$ cat src/design/eps_pkg.sv
// Shared types and constants of the elevator passenger scheduler
`default_nettype none
package eps_pkg;
  localparam int unsigned MaxPass = 16;
  localparam int unsigned IdxW    = $clog2(MaxPass);
  localparam int unsigned CntW    = $clog2(MaxPass + 1);

  typedef enum logic [2:0] {
    KIND_STATUS  = 3'd0,
    KIND_LEFT    = 3'd1,
    KIND_BOARDED = 3'd2,
    KIND_ADD_OK  = 3'd3,
    KIND_ADD_REJ = 3'd4
  } kind_e;

  typedef enum logic [1:0] {
    CELL_HOLD  = 2'd0,
    CELL_LOAD  = 2'd1,
    CELL_ROT   = 2'd2,
    CELL_SHIFT = 2'd3
  } cell_op_e;

  typedef struct packed {
    logic [3:0] start_floor;
    logic [3:0] target_floor;
    logic [7:0] weight;
    logic [7:0] tag;
    logic       riding;
  } entry_t;

  typedef struct packed {
    cell_op_e        op;
    logic [IdxW-1:0] pos;
    entry_t          wr;
  } cell_ctl_t;
endpackage
`default_nettype wire

$ cat src/design/eps_cell.sv
// One passenger slot of the table chain
`default_nettype none
module eps_cell (
  input  logic                  clk_i,
  input  logic [eps_pkg::IdxW-1:0] idx_i,
  input  eps_pkg::cell_ctl_t    ctl_i,
  input  eps_pkg::entry_t       nb_i,
  output eps_pkg::entry_t       entry_o
);
  import eps_pkg::*;

  entry_t entry_q, entry_d;

  always_comb begin
    entry_d = entry_q;
    case (ctl_i.op)
      CELL_LOAD: begin
        if (idx_i == ctl_i.pos) entry_d = ctl_i.wr;
      end
      CELL_ROT: begin
        entry_d = (idx_i == ctl_i.pos) ? ctl_i.wr : nb_i;
      end
      CELL_SHIFT: entry_d = nb_i;
      default: entry_d = entry_q;
    endcase
  end

  always_ff @(posedge clk_i) begin
    entry_q <= entry_d;
  end

  assign entry_o = entry_q;
endmodule
`default_nettype wire

$ cat src/design/elevator_passenger_scheduler.sv
// Top level of the elevator passenger scheduler
//
//  channel  direction  handshake               payload
//  in       sink       in_valid_i / in_ready_o  op, floors, weight, tag
//  out      source     out_valid_o / out_ready_i kind, tag, car state, last
//  cfg      APB        psel .. pready           load_capacity, top_floor
//
// An add gives one result.
// In a tick the table chain rotates once past its head for leaving riders and once
// more for boarding. Reset clears counts and load and presets floor, direction and
// config; payload registers and table slots are not reset but written before use.
// A waiting result stalls the sequencer until it is taken.
`default_nettype none
module elevator_passenger_scheduler (
  input  logic        clk_i,
  input  logic        rst_ni,
  input  logic        in_valid_i,
  output logic        in_ready_o,
  input  logic        op_i,
  input  logic [3:0]  start_floor_i,
  input  logic [3:0]  target_floor_i,
  input  logic [7:0]  passenger_weight_i,
  input  logic [7:0]  passenger_tag_i,
  output logic        out_valid_o,
  input  logic        out_ready_i,
  output logic [2:0]  kind_o,
  output logic [7:0]  event_tag_o,
  output logic [3:0]  car_floor_o,
  output logic        going_up_o,
  output logic [10:0] car_load_o,
  output logic [4:0]  rider_count_o,
  output logic        last_o,
  input  logic        psel,
  input  logic        penable,
  input  logic        pwrite,
  input  logic [2:0]  paddr,
  input  logic [31:0] pwdata,
  output logic [31:0] prdata,
  output logic        pready
);
  import eps_pkg::*;

  localparam logic [1:0] ST_IDLE   = 2'd0;
  localparam logic [1:0] ST_UNLOAD = 2'd1;
  localparam logic [1:0] ST_BOARD  = 2'd2;

  logic [1:0]      st_q, st_d;
  logic [10:0]     cap_q, cap_d;
  logic [3:0]      top_q, top_d;
  logic [CntW-1:0] total_q, total_d, cnt_q, cnt_d;
  logic [3:0]      floor_q, floor_d;
  logic            up_q, up_d;
  logic [10:0]     load_q, load_d;
  logic [4:0]      riders_q, riders_d;

  logic            ov_q, ov_d;
  logic [2:0]      kind_q, kind_d;
  logic [7:0]      tag_q, tag_d;
  logic [3:0]      ofl_q, ofl_d;
  logic            oup_q, oup_d;
  logic [10:0]     old_q, old_d;
  logic [4:0]      orid_q, orid_d;
  logic            olast_q, olast_d;

  cell_ctl_t ctl;
  entry_t    cells [MaxPass];
  entry_t    head;

  logic        adv, emit, in_acc, add_ok;
  logic [3:0]  top_eff;
  logic [11:0] board_sum;
  logic [CntW-1:0] tail;

  for (genvar g = 0; g < MaxPass; g++) begin : g_cell
    entry_t nb;
    if (g == MaxPass - 1) begin : g_end
      assign nb = '0;
    end else begin : g_mid
      assign nb = cells[g+1];
    end
    eps_cell u_cell (
      .clk_i   (clk_i),
      .idx_i   (IdxW'(g)),
      .ctl_i   (ctl),
      .nb_i    (nb),
      .entry_o (cells[g])
    );
  end

  assign head      = cells[0];
  assign top_eff   = (top_q < 4'd2) ? 4'd2 : top_q;
  assign adv       = !ov_q || out_ready_i;
  assign in_ready_o = (st_q == ST_IDLE) && adv;
  assign in_acc    = in_valid_i && in_ready_o;
  assign board_sum = {1'b0, load_q} + {4'd0, head.weight};
  assign tail      = total_q - CntW'(1);
  assign add_ok    = (total_q != CntW'(MaxPass)) && (start_floor_i != 4'd0) &&
                     (start_floor_i <= top_eff) && (target_floor_i != 4'd0) &&
                     (target_floor_i <= top_eff) && (start_floor_i != target_floor_i);

  always_comb begin
    st_d = st_q; cap_d = cap_q; top_d = top_q; total_d = total_q; cnt_d = cnt_q;
    floor_d = floor_q; up_d = up_q; load_d = load_q; riders_d = riders_q;
    ov_d = ov_q && !out_ready_i;
    kind_d = kind_q; tag_d = tag_q; ofl_d = ofl_q; oup_d = oup_q;
    old_d = old_q; orid_d = orid_q; olast_d = olast_q;
    emit = 1'b0;
    ctl.op  = CELL_HOLD;
    ctl.pos = tail[IdxW-1:0];
    ctl.wr  = head;

    if (psel && penable && pwrite) begin
      if (paddr[2]) top_d = pwdata[3:0];
      else cap_d = pwdata[10:0];
    end

    unique case (st_q)
      ST_IDLE: begin
        if (in_acc) begin
          if (!op_i) begin
            emit    = 1'b1;
            kind_d  = add_ok ? KIND_ADD_OK : KIND_ADD_REJ;
            tag_d   = passenger_tag_i;
            olast_d = 1'b1;
            if (add_ok) begin
              ctl.op  = CELL_LOAD;
              ctl.pos = total_q[IdxW-1:0];
              ctl.wr  = '{start_floor_i, target_floor_i, passenger_weight_i,
                          passenger_tag_i, 1'b0};
              total_d = total_q + CntW'(1);
            end
          end else begin
            if (floor_q >= top_eff) up_d = 1'b0;
            else if (floor_q <= 4'd1) up_d = 1'b1;
            else up_d = up_q;
            floor_d = up_d ? floor_q + 4'd1 : floor_q - 4'd1;
            cnt_d   = total_q;
            st_d    = ST_UNLOAD;
          end
        end
      end
      ST_UNLOAD: begin
        if (adv) begin
          if (cnt_q == '0) begin
            cnt_d = total_q;
            st_d  = ST_BOARD;
          end else begin
            cnt_d = cnt_q - CntW'(1);
            if (head.riding && head.target_floor == floor_q) begin
              ctl.op   = CELL_SHIFT;
              total_d  = tail;
              load_d   = (load_q >= {3'd0, head.weight}) ? load_q - {3'd0, head.weight}
                                                         : 11'd0;
              riders_d = (riders_q != 5'd0) ? riders_q - 5'd1 : 5'd0;
              emit     = 1'b1;
              kind_d   = KIND_LEFT;
              tag_d    = head.tag;
              olast_d  = 1'b0;
            end else begin
              ctl.op = CELL_ROT;
            end
          end
        end
      end
      ST_BOARD: begin
        if (adv) begin
          if (cnt_q == '0) begin
            st_d    = ST_IDLE;
            emit    = 1'b1;
            kind_d  = KIND_STATUS;
            tag_d   = 8'd0;
            olast_d = 1'b1;
          end else begin
            cnt_d  = cnt_q - CntW'(1);
            ctl.op = CELL_ROT;
            if (!head.riding && head.start_floor == floor_q &&
                board_sum <= {1'b0, cap_q}) begin
              ctl.wr.riding = 1'b1;
              load_d   = board_sum[10:0];
              riders_d = riders_q + 5'd1;
              emit     = 1'b1;
              kind_d   = KIND_BOARDED;
              tag_d    = head.tag;
              olast_d  = 1'b0;
            end
          end
        end
      end
      default: st_d = ST_IDLE;
    endcase

    if (emit) begin
      ov_d   = 1'b1;
      ofl_d  = floor_d;
      oup_d  = up_d;
      old_d  = load_d;
      orid_d = riders_d;
    end
  end

  always_ff @(posedge clk_i or negedge rst_ni) begin
    if (!rst_ni) begin
      st_q     <= ST_IDLE;
      cap_q    <= 11'd1000;
      top_q    <= 4'd7;
      total_q  <= '0;
      cnt_q    <= '0;
      floor_q  <= 4'd7;
      up_q     <= 1'b1;
      load_q   <= '0;
      riders_q <= '0;
      ov_q     <= 1'b0;
    end else begin
      st_q     <= st_d;
      cap_q    <= cap_d;
      top_q    <= top_d;
      total_q  <= total_d;
      cnt_q    <= cnt_d;
      floor_q  <= floor_d;
      up_q     <= up_d;
      load_q   <= load_d;
      riders_q <= riders_d;
      ov_q     <= ov_d;
    end
  end

  always_ff @(posedge clk_i) begin
    kind_q  <= kind_d;
    tag_q   <= tag_d;
    ofl_q   <= ofl_d;
    oup_q   <= oup_d;
    old_q   <= old_d;
    orid_q  <= orid_d;
    olast_q <= olast_d;
  end

  assign out_valid_o   = ov_q;
  assign kind_o        = kind_q;
  assign event_tag_o   = tag_q;
  assign car_floor_o   = ofl_q;
  assign going_up_o    = oup_q;
  assign car_load_o    = old_q;
  assign rider_count_o = orid_q;
  assign last_o        = olast_q;
  assign pready        = 1'b1;
  assign prdata        = paddr[2] ? {28'd0, top_q} : {21'd0, cap_q};
endmodule
`default_nettype wire

$ cat config.mk
export PLATFORM = sky130hd
export DESIGN_NAME = elevator_passenger_scheduler
export DESIGN_NICKNAME = d
export VERILOG_FILES = /design/src/design/eps_pkg.sv /design/src/design/eps_cell.sv /design/src/design/elevator_passenger_scheduler.sv
export SDC_FILE = /design/constraint.sdc
export NUM_CORES = 1
export LEC_CHECK = 0
export BUFFER_PORTS_ARGS = -buffer_cell sky130_fd_sc_hd__buf_2
export CORE_ASPECT_RATIO = 1.1
export CORE_MARGIN = 10
export CORE_UTILIZATION = 53
export CTS_BUF_LIST = sky130_fd_sc_hd__clkbuf_8
export CTS_CLUSTER_SIZE = 12
export DETAILED_ROUTE_END_ITERATION = 10
export GPL_ROUTABILITY_DRIVEN = 1
export PLACE_DENSITY_LB_ADDON = 0.2
export SYNTH_ARGS = -nofsm -noshare
export SYNTH_HDL_FRONTEND = slang
export SYNTH_SLANG_ARGS = --single-unit
$ cat constraint.sdc
create_clock -name clk_i -period 14.6 [get_ports clk_i]
set_clock_uncertainty 0.2 [all_clocks]
set_input_delay 1.46 -clock clk_i [delete_from_list [all_inputs] [get_ports clk_i]]
set_output_delay 1.46 -clock clk_i [all_outputs]
set_load 0.005 [all_outputs]
== Word-level counts from Yosys, hierarchy flattened ==
Index checks and enable logic that the tools add are counted.
Storage, ports and cells
  word-level logic and storage cells: 365
  output and inout port bits: 68
  register bits after elaboration: 482
Cells by class
  $lt $le $gt $ge: 7
  add/sub/neg operators: 9
  bitwise gates (word level): 1
  eq/ne operators: 52
  reduce and logical (&&, ||, !) cells: 48
  mux-type cells: 151
Operators by type and width (number)
  case mux 25 bit (3 select lines): 16
  2-to-1 mux 25 bit: 32
  2-to-1 mux 5 bit: 19
  2-to-1 mux 30 bit: 3
  2-to-1 mux 11 bit: 8
  2-to-1 mux 8 bit: 8
  AND reduction 2 bit: 18
  equality test 4 bit, first input constant: 8
  != test 2 x 1 -> 1 bit, second input constant: 16
  2-to-1 mux 1 bit: 29
  2-to-1 mux 28 bit: 1
  2-to-1 mux 3 bit: 9
  case mux 8 bit (3 select lines): 1
  != test 2 bit, second input constant: 11
  case mux 11 bit (2 select lines): 1
  2-to-1 mux 2 bit: 10
  2-to-1 mux 4 bit: 5
  case mux 5 bit (2 select lines): 2
  equality test 3 x 4 -> 1 bit, first input constant: 4
  case mux 5 bit (3 select lines): 1
  subtractor 5 x 1 -> 5 bit, second input constant: 3
  logical AND 1 bit: 13
  adder 11 x 8 -> 12 bit: 1
  <= comparator 12 x 11 -> 1 bit: 1
  34 further kinds: 48

== Depth between registers and ports, before layout ==
Gate-level depths: netlist (run 1).
  depth in word-level cells: 14
  gate-level depth with buffers: 21
  depth with buffers taken out: 20

== By module ==
Synthesis (run 1) repeated with hierarchy kept, for this count alone.
Unflattened totals
  cell total of the unflattened synthesis: 3917
  area, all modules: 38968.6 µm²
Modules (own cells, without submodules)
  eps_cell at g_cell[10].u_cell ...: instances 15, seq. area each 750.7 µm², area each 2058.2 µm², cells each 207
  elevator_passenger_scheduler: instances 1, seq. area each 2233.4 µm², area each 6142.1 µm², cells each 633
  eps_cell at g_cell[0].u_cell: instances 1, seq. area each 750.7 µm², area each 1953.1 µm², cells each 179

== Worst setup path before layout (run 1) ==
OpenSTA, ideal clock, no wires.
  kind: register to register
  start point: register load_q[2]
  end point: register tag_q[0], in the netlist event_tag_o[0] (enable)
  required time: 13.951 ns
  period minus slack after synthesis: 5.925 ns
  library setup time: 0.449 ns
  arrival time: 5.276 ns
  buffers on the path: 1
  slack: 8.675 ns
  stages on the path, launching flop included: 19
  cell sequence: dfrtp_1 > ha_1 > buf_2 > o21ba_2 > nor4_1 > a2111oi_0 > o21bai_1 > a21oi_1 > nor2_1 > xnor2_1 > inv_1 > ha_1 > nor3_1 > o211ai_1 > o211ai_1 > nand2_1 > nand2_1 > nand2_1 > a2111oi_0
On the way
  cells in the longest elaborated chain, start to end: 5
RTL lines
  start: declaration: RTL line elevator_passenger_scheduler.sv:53  | logic [10:0] load_q, load_d;
  start signal: assignment: RTL line elevator_passenger_scheduler.sv:221  | load_q <= load_d;
  adder 11 x 8 -> 12 bit: RTL line elevator_passenger_scheduler.sv:95  | assign board_sum = {1'b0, load_q} + {4'd0, head.weight};
  <= comparator 12 x 11 -> 1 bit: RTL line elevator_passenger_scheduler.sv:177  | board_sum <= {1'b0, cap_q}) begin
  logical AND 1 bit: RTL line elevator_passenger_scheduler.sv:176  | if (!head.riding && head.start_floor == floor_q &&
  != test 3 bit (no source line)
  AND reduction 8 bit (no source line)
  end signal: assignment: RTL line elevator_passenger_scheduler.sv:229  | tag_q <= tag_d;
  end: declaration: RTL line elevator_passenger_scheduler.sv:58  | logic [7:0] tag_q, tag_d;
No other way between the ends.
A chain may end at the register's enable or synchronous reset.

== Worst setup path in the final report (run 1) ==
  start point: register g_cell[0].u_cell.entry_q, in the netlist g_cell[0].u_cell.entry_o[11]
  end point: register orid_q[2], in the netlist rider_count_o[2] (data pin)
On the way
  cells in the longest elaborated chain, start to end: 7
RTL lines
  start: declaration: RTL line eps_cell.sv:12  | entry_t entry_q, entry_d;
  start signal: assignment: RTL line eps_cell.sv:29  | entry_q <= entry_d;
  adder 11 x 8 -> 12 bit: RTL line elevator_passenger_scheduler.sv:95
  <= comparator 12 x 11 -> 1 bit: RTL line elevator_passenger_scheduler.sv:177
  logical AND 1 bit: RTL line elevator_passenger_scheduler.sv:176
  2-to-1 mux 5 bit: RTL line elevator_passenger_scheduler.sv:176
  2-to-1 mux 5 bit: RTL line elevator_passenger_scheduler.sv:167  | if (cnt_q == '0) begin
  2-to-1 mux 5 bit: RTL line elevator_passenger_scheduler.sv:166  | if (adv) begin
  case mux 5 bit (2 select lines): RTL line elevator_passenger_scheduler.sv:117  | unique case (st_q)
  net riders_d[2]: RTL line elevator_passenger_scheduler.sv:54  | logic [4:0] riders_q, riders_d;
  end signal: assignment: RTL line elevator_passenger_scheduler.sv:233  | orid_q <= orid_d;
  end: declaration: RTL line elevator_passenger_scheduler.sv:62  | logic [4:0] orid_q, orid_d;
The timed path passes the listed nets, and every way through them passes these cells.

==> run metrics, run 1 <==
clk root buf=clkbuf_8; Fin. Hold Viols=0; Die ar.=0.0547 mm^2; nature of the critical path endpoint=register; post-synthesis register bit count=482; Post-Route WL=48.1 mm; Flop pwr share=0.400; switching part of the total=0.350; dpl cell area=0.0249 mm^2; outcome=completed; TritonCTS buffer count=82; Core Rows=82; Pre-antenna DRT Iters=5; worst slew pin tran=1.15 ns; Fin Hold WS=0.312 ns; Starting Density=0.533; count of final max-slew check failures=0; Fin Setup TNS=0 ns; worst setup path category=reg -> reg; IR drop worst, VDD=172 uV; Post-Synthesis Cell Area=0.0242 mm^2; initial drt markers=890; Tcrit/Tclk final=0.408; hold_buf cts=0; mean area per synthesized cell=14.8 um^2; ANT cells=0; Synth Flop Type=edfxtp_1; Hold Crit Class=reg -> reg; Final Cell Area=0.0265 mm^2; Core ar.=0.0455 mm^2; clock sink count=482; Die X=224 um; commonest non-fill, non-tap cell in the layout=edfxtp_1; Max Buffers Root-to-Sink=3; Critical Path Source Type=register; I/O Buffers=89; R2R Path Start=g_cell[0].u_cell.entry_o[11]$_DFFE_PP_; Worst Path Max Fanout=18; Via Count=13,400; Fmax=168 MHz; crit-path cells=inv_1 > ha_1 > o21ba_2 > nor4_1 > a2111oi_0 > o21bai_1 > a21oi_1 > nor2_1 > xnor2_1 > inv_1 > ha_1 > nor3_1 > o211ai_1 > o211ai_1 > nand2_1 > nor2_1 > a31o_2 > a21o_1; initial antenna violation count=0; CP startpoint=g_cell[0].u_cell.entry_o[11]$_DFFE_PP_; post-CTS sizing=0; global-route usage over all layers=0.176; Post-DRT Antenna Nets=0; power share of the combinational group=0.446; post-CTS setup buffers=0; PD cells=280 mW/mm^2; CTS H-Tree Depth=3; DPL Wire Length=33.3 mm; Tmin final=5.96 ns; P_int=4.82 mW; vias in the first global route=14,100; commonest non-fill, non-tap cells in the layout=433 x edfxtp_1, 234 x mux2_2, 98 x mux2_1; Die Span Y=244 um; clock share of power=0.154; EDFF count, synth=433; max cap viols=0; CP required=14.91 ns; sequential area share after synthesis=0.588; Max transition margin=0.235; placed cells=2,237; area grow syn2layout=9.21%; Setup Viol. Count Final=0; hold path start=cap_q[1]$_DFFE_PN0P_; Remaining Overflow, GRT=0; TritonCTS clock tree=yes; drt wl/cell=20.2 um; Core Util, Final=0.582; Synth cell types=82; WP data arrival=6.27 ns; Synth warnings=0; share of post-route cells with drive strength above 1=0.334; Finished Layout Cells=2,386; Clock Latency Late Sink=0.65 ns; ys async rst share=0.102; RSZ-0062 raised after global routing=false; Post-Syn Instances=1,643; Worst path slowest cell=a2111oi_0; Leak=9.86 nW; Max stage delay on crit path=0.72 ns; via-per-instance ratio=5.63; I/O pin total=135; net switching power=2.60 mW; # nets final=1,853; first-pass GRT wire length=76.9 mm; clk slew on worst S/H paths=0.07 ns; GPL Wtd Cong=0.879; drt drc=0; largest net degree at the start of global routing=53
==> flip-flops by register name (all words and copies together) (netlist names) <==
name                   cells
g_cell.u_cell.entry_o    400
cap_q                     11
car_load_o                11
load_q                    11
event_tag_o                8
cnt_q                      5
rider_count_o              5
riders_q                   5
total_q                    5
car_floor_o                4
floor_q                    4
top_q                      4
kind_o                     3
st_q                       2
going_up_o                 1
last_o                     1
out_valid_o                1
up_q                       1
==> layer usage <==
| layer | global-route usage | vias to the layer above | share of wire |
|---|---|---|---|
| met5 | 0 | - | 0 |
| met4 | 0.0867 | 0 | 0.035 |
| met3 | 0.0348 | 103 | 0.046 |
| met2 | 0.306 | 316 | 0.51 |
| met1 | 0.204 | 6674 | 0.41 |
| li1 | - | 6345 | - |
==> final timing paths <==
kind	endpoint	depth (start not counted)	slack (ns)
worst min register to register	cap_q[1]$_DFFE_PN0P_	1	0.31
min in group asynchronous	floor_q[3]$_DFF_PN0_	2	0.75
worst min-delay path	cap_q[1]$_DFFE_PN0P_	1	0.31
worst max-delay path	rider_count_o[2]$_DFFE_PP_	18	8.64
worst max register to register	rider_count_o[2]$_DFFE_PP_	18	8.64
max in group asynchronous	load_q[1]$_DFF_PN0_	2	12.97
==> cells in the mapped netlist (all sizes together) (23+ instances only) <==
master / instances / area share
inv: 72 / 0.011
o21ai: 54 / 0.011
a21oi: 36 / 0.010
ha: 51 / 0.026
nor2: 79 / 0.012
buf: 91 / 0.030
edfxtp: 433 / 0.54
clkbuf: 36 / 0.0056
dfrtp: 36 / 0.037
nand2: 58 / 0.010
mux2: 417 / 0.21
xnor2: 23 / 0.0086
==> cell type report <==
| type | instances | area [um^2] |
|---|---|---|
| fill | 3594 | 19000 |
| sequential | 482 | 14200 |
| multi-input combinational | 980 | 9050 |
| clock buffer | 86 | 1180 |
| tap | 588 | 736 |
| timing repair buffer | 113 | 626 |
| clock inverter | 63 | 357 |
| inverter | 74 | 278 |
==> power groups by stage <==
stage / logic [mW] / clock network, mW / registers (mW)
after floorplan: 2.70 / 0 / 2.94
after global placement: 3.24 / 0 / 2.96
after detailed placement: 3.34 / 0 / 3.00
after CTS: 3.36 / 1.19 / 2.98
after global routing: 3.63 / 1.25 / 3.04
final: 3.31 / 1.14 / 2.97
==> worst max-delay path, delay by kind of cell (launching register included) <==
| family | cells | cell delay, ns |
|---|---|---|
| and+or+nand+nor | 5 | 1.64 |
| AOI/OAI and AO/OA | 8 | 2.50 |
| adders and majority gates | 2 | 0.67 |
| DFF | 1 | 0.41 |
| buffers and inverters | 2 | 0.14 |
| xor gates and xnor gates | 1 | 0.27 |
==> cell families after synthesis <==
kind of cell,share of synthesized area
buffers and inverters,0.0473
flip-flops,0.588
other,0.000310
AO/OA/AOI/OAI,0.0639
adder cells (fa/ha/maj),0.0280
XOR/XNOR,0.0126
AND/OR/NAND/NOR,0.0516
multiplexers,0.209
==> metrics by stage <==
step	worst slack, ns	power, mW
2_1_floorplan	8.67	5.64
3_3_place_gp	8.74	6.20
3_5_place_dp	8.72	6.34
4_1_cts	8.70	7.52
5_1_grt	8.24	7.91
6_report	8.64	7.42
Note: power is estimated with default switching activity, not from simulation.
==> run 2, diff against run 1 <==
==> constraint.sdc (replaced) <==
create_clock -name clk_i -period 6.2 [get_ports clk_i]
set_clock_uncertainty 0.2 [all_clocks]
set_input_delay 0.62 -clock clk_i [delete_from_list [all_inputs] [get_ports clk_i]]
set_output_delay 0.62 -clock clk_i [all_outputs]
set_load 0.005 [all_outputs]
==> run metrics, run 2 (synthesized netlist as in run 1, its figures left out) <==
WP data arrival=5.58 ns; TritonCTS clock tree=yes; Post-DRT Antenna Nets=0; commonest non-fill, non-tap cells in the layout=433 x edfxtp_1, 234 x mux2_2, 98 x mux2_1; area grow syn2layout=10.1%; Tmin final=5.44 ns; global-route usage over all layers=0.176; Post-Route WL=47.5 mm; drt drc=0; Via Count=13,400; register area=0.0142 mm^2; IR drop worst, VDD=387 uV; worst setup path category=reg -> reg; TritonCTS buffer count=81; max cap viols=0; RSZ-0062 raised after global routing=false; clock sink count=482; CTS H-Tree Depth=3; # nets final=1,879; commonest non-fill, non-tap cell in the layout=edfxtp_1; GPL Wtd Cong=0.879; PD cells=655 mW/mm^2; largest net degree at the start of global routing=50; nature of the critical path endpoint=register; WP buf/inv=2; Setup WS pre-CTS=0.715 ns; Max transition margin=0.358; r2r setup slk=0.76 ns; Final Cell Area=0.0267 mm^2; post-CTS sizing=0; Starting Density=0.533; Tcrit/Tclk final=0.878; count of final max-slew check failures=0; Pre-antenna DRT Iters=4; CP top delay family=compound AO/OA/AOI/OAI gates; Die ar.=0.0547 mm^2; worst setup margin=0.756 ns; Core Rows=82; via-per-instance ratio=5.56; drt wl/cell=19.7 um; DPL Wire Length=33.8 mm; Fin Setup TNS=0 ns; I/O Buffers=89; initial antenna violation count=0; Core ar.=0.0455 mm^2; Max Buffers Root-to-Sink=3; CP dominant cell by count=nand2_1; first-pass GRT wire length=76.9 mm; Leak=9.95 nW; initial drt markers=747; Die X=224 um; share of post-route cells with drive strength above 1=0.336; clk slew on worst S/H paths=0.06 ns; multi-input logic area=0.00902 mm^2; Hold Crit Class=in -> reg; Worst path slowest cell=a2111oi_2; Setup Viol. Count Final=0; crit-path cells=ha_1 > o21ba_2 > nor4_1 > a2111oi_0 > o21bai_1 > a21oi_1 > nor2_1 > xnor2_1 > inv_1 > ha_1 > nor3_1 > o211ai_1 > o211ai_1 > nand2_1 > nand2_1 > nand2_1 > a2111oi_2 > buf_4; Power, Total=17.5 mW; Fin. Hold Viols=0; Fmax=184 MHz; CP required=6.34 ns; clk root buf=clkbuf_8; Worst Path Max Fanout=10; Die Span Y=244 um; worst slew pin tran=0.959 ns; ANT cells=0; outcome=completed; Critical Path Source Type=register; Max stage delay on crit path=0.62 ns; dpl cell area=0.0250 mm^2; I/O pin total=135; vias in the first global route=13,900; Clock Latency Late Sink=0.67 ns; Remaining Overflow, GRT=0; number of flip-flops in the largest register=400; fill count=3,581
==> run 2: changes by cell type in the layout (fill, tap and decap cells not counted), sizes merged <==
cell | previous run | this run
clkinv | 31 | 36
buf | 113 | 128
clkbuf | 86 | 88
bufinv | 3 | 2
clkinvlp | 2 | 0
dlygate4sd3 | 0 | 12
inv | 101 | 93
==> run 2: report_power, final <==
| part | switching [mW] | internal (mW) | leakage (nW) | total, mW |
|---|---|---|---|---|
| combinational | 4.27 | 3.53 | 4.39 | 7.81 |
| clock | 1.29 | 1.41 | 0.859 | 2.70 |
| sequential | 0.534 | 6.45 | 4.70 | 6.98 |
==> run 2: path summary, 6_finish.rpt <==
path	from	cells after the start	endpoint
hold reg to reg	cap_q[10]$_DFFE_PN0P_	1	cap_q[10]$_DFFE_PN0P_
setup reg to reg	load_q[2]$_DFF_PN0_	18	event_tag_o[2]$_DFFE_PP_
setup / recovery	load_q[2]$_DFF_PN0_	18	event_tag_o[2]$_DFFE_PP_
min in group asynchronous	rst_ni	3	floor_q[3]$_DFF_PN0_
max in group asynchronous	rst_ni	3	load_q[2]$_DFF_PN0_
hold / removal	passenger_tag_i[3]	2	event_tag_o[3]$_DFFE_PP_
==> run 2: final cells by class <==
type / instances / area share
multi-input cells: 980 / 0.338
clock inverters: 57 / 0.0129
well taps: 588 / 0.0276
repair buffers: 140 / 0.0322
flip-flops and latches: 482 / 0.534
inverters: 74 / 0.0104
clock buffers: 88 / 0.0454
==> run 2: metal layers <==
layer / share of wire / global-route usage
met1: 0.42 / 0.209
met2: 0.51 / 0.306
met3: 0.042 / 0.0356
met4: 0.027 / 0.0711
met5: 0 / 0
==> run 2: timing repair <==
item | 4_1_cts | 5_1_grt
hold endpoints to repair | 51 | 0
hold buffers | 12 | 0
buffers inserted | 0 | 0
==> run 2: per-stage QoR <==
step	instances	utilization	hold WS (ns)
after global routing	2409	0.587	0.0536
after floorplan	1663	-	0.124
after CTS	2409	0.587	0.0243
after global placement	2252	0.551	0.292
final	2409	0.587	0.0874
after detailed placement	2252	0.551	0.303
==> run 3, diff against run 2 <==
--- a/config.mk
+++ b/config.mk
@@ -5,6 +5,7 @@
 export SDC_FILE = /design/constraint.sdc
 export NUM_CORES = 1
 export LEC_CHECK = 0
+export ABC_AREA = 1
 export BUFFER_PORTS_ARGS = -buffer_cell sky130_fd_sc_hd__buf_2
 export CORE_ASPECT_RATIO = 1.1
 export CORE_MARGIN = 10
==> run metrics, run 3 <==
multi-input logic area=0.0132 mm^2; ys async rst share=0.102; Max transition margin=0.222; outcome=completed; Max Buffers Root-to-Sink=3; initial antenna violation count=1; global-route usage over all layers=0.220; mean area per synthesized cell=7.47 um^2; Synth top area share=0.423; R2R Path Start=load_q[2]$_DFF_PN0_; Synth warnings=0; Die X=250 um; Remaining Overflow, GRT=0; I/O pin total=135; clk slew on worst S/H paths=0.06 ns; Fin. Hold Viols=0; Starting Density=0.536; number of flip-flops in the largest register=400; Clock Latency Late Sink=0.67 ns; Post-Syn Instances=4,113; RSZ-0062 raised after global routing=false; Critical Path Source Type=register; Post-Synthesis Cell Area=0.0307 mm^2; top post-synthesis cells by count=1,548 x nand2_1, 546 x inv_1, 433 x edfxtp_1; Setup Viol. Count Final=0; post-synth top area cell=edfxtp_1; Synth cell types=51; share of post-route cells with drive strength above 1=0.0869; most frequent cell after synthesis=nand2_1; Core Util, Final=0.576; Worst Path Max Fanout=21; post-CTS setup buffers=0; register area=0.0142 mm^2; Synth Flop Type=edfxtp_1; # nets final=4,208; post-CTS sizing=0; hold_buf cts=12; Fin Setup TNS=0 ns; worst slew pin tran=1.15 ns; WP data arrival=5.12 ns; drt drc=0; commonest non-fill, non-tap cells in the layout=1,547 x nand2_1, 582 x inv_1, 433 x edfxtp_1; area grow syn2layout=7.46%; largest net degree at the start of global routing=165; I/O Buffers=89; nature of the critical path endpoint=register; commonest non-fill, non-tap cell in the layout=nand2_1; Post-DRT Antenna Nets=0; via-per-instance ratio=5.21; max cap viols=0; post-synthesis register bit count=482; fill count=5,297; Post-Route WL=76.2 mm; Core ar.=0.0573 mm^2; CP required=6.30 ns; first-pass GRT wire length=125 mm; drt wl/cell=15.5 um; Die ar.=0.0680 mm^2; vias in the first global route=24,000; worst setup path category=reg -> reg; clock sink count=482; synth top area cells=edfxtp_1 42%, nand2_1 19%, inv_1 6.7%; count of final max-slew check failures=0; initial drt markers=1,805; TritonCTS buffer count=84; GPL Wtd Cong=0.947; EDFF count, synth=433; DPL Wire Length=52.9 mm; Core Rows=92; Fmax=199 MHz; CP startpoint=load_q[2]$_DFF_PN0_; Hold Crit Class=in -> reg; Tcrit/Tclk final=0.811; sequential area share after synthesis=0.464; Pre-antenna DRT Iters=6; clk root buf=clkbuf_8; Die Span Y=272 um; Via Count=25,600; CTS H-Tree Depth=3; hold path start=passenger_tag_i[6]; Tmin final=5.03 ns; TritonCTS clock tree=yes
==> run 3: routing by layer <==
metal	routed length, um	share of wire	GRT usage
met5	0	0	0
met2	37100	0.49	0.381
met1	32100	0.42	0.267
met3	3910	0.051	0.0313
met4	3120	0.041	0.108
==> run 3: cell type report <==
cell class / instances / share of cell area
sequential: 482 / 0.432
multi-input combinational: 2819 / 0.401
inverter: 554 / 0.0632
clock buffer: 91 / 0.0380
timing repair buffer: 147 / 0.0295
tap: 752 / 0.0285
clock inverter: 62 / 0.00785
antenna: 2 / 0.000152
==> run 3: final timing paths <==
check / end / slack, ns / depth (start not counted)
setup reg to reg: car_floor_o[0]$_DFFE_PP_ / 1.17 / 25
min in group asynchronous: cap_q[1]$_DFFE_PN0P_ / 0.40 / 3
setup / recovery: car_floor_o[0]$_DFFE_PP_ / 1.17 / 25
hold reg to reg: total_q[4]$_DFFE_PN0P_ / 0.28 / 2
max in group asynchronous: load_q[7]$_DFF_PN0_ / 4.93 / 3
hold / removal: event_tag_o[6]$_DFFE_PP_ / 0.06 / 3
==> run 3: cells by family after synthesis <==
family / Yosys count / synth area share
xor+xnor: 28 / 0.00799
flops: 482 / 0.464
simple gates: 2169 / 0.285
other cells: 2 / 0.000245
compound gates: 547 / 0.109
fa+ha+maj: 53 / 0.0221
buf+inv: 832 / 0.111
==> run 3: stage by stage <==
step | cells | area [um^2] | hold WS (ns) | worst slack [ns]
finish | 4909 | 33000 | 0.0579 | 1.17
global route | 4909 | 33000 | 0.0504 | 0.789
CTS | 4907 | 33000 | 0.00296 | 1.19
detailed placement | 4742 | 31400 | 0.260 | 1.21
global placement | 4742 | 31400 | 0.258 | 1.21
floorplan | 4133 | 30800 | 0.124 | 1.16
==> run 3: critical path, cell delays in order (launching register included) <==
cell	delay, ns
dfrtp_1	0.42
ha_1	0.40
inv_1	0.11
a21oi_1	0.18
nand2_1	0.10
nand2_1	0.08
nand2_1	0.05
a21oi_1	0.19
xor2_1	0.48
inv_1	0.09
ha_1	0.30
a21oi_1	0.15
nor2_1	0.05
nor2_1	0.08
nand2_1	0.05
nand2_1	0.05
nand2_1	0.04
nand2_1	0.05
nand2_1	0.07
a21oi_1	0.45
nor2_1	0.12
nor2_1	0.11
nand2_1	0.06
nand2_1	0.07
nand2_1	0.07
inv_1	0.61
Power of run 3 is left out: the tool's default activity adds up to more than one toggle a clock period on the data nets, which glitch-free logic cannot reach.
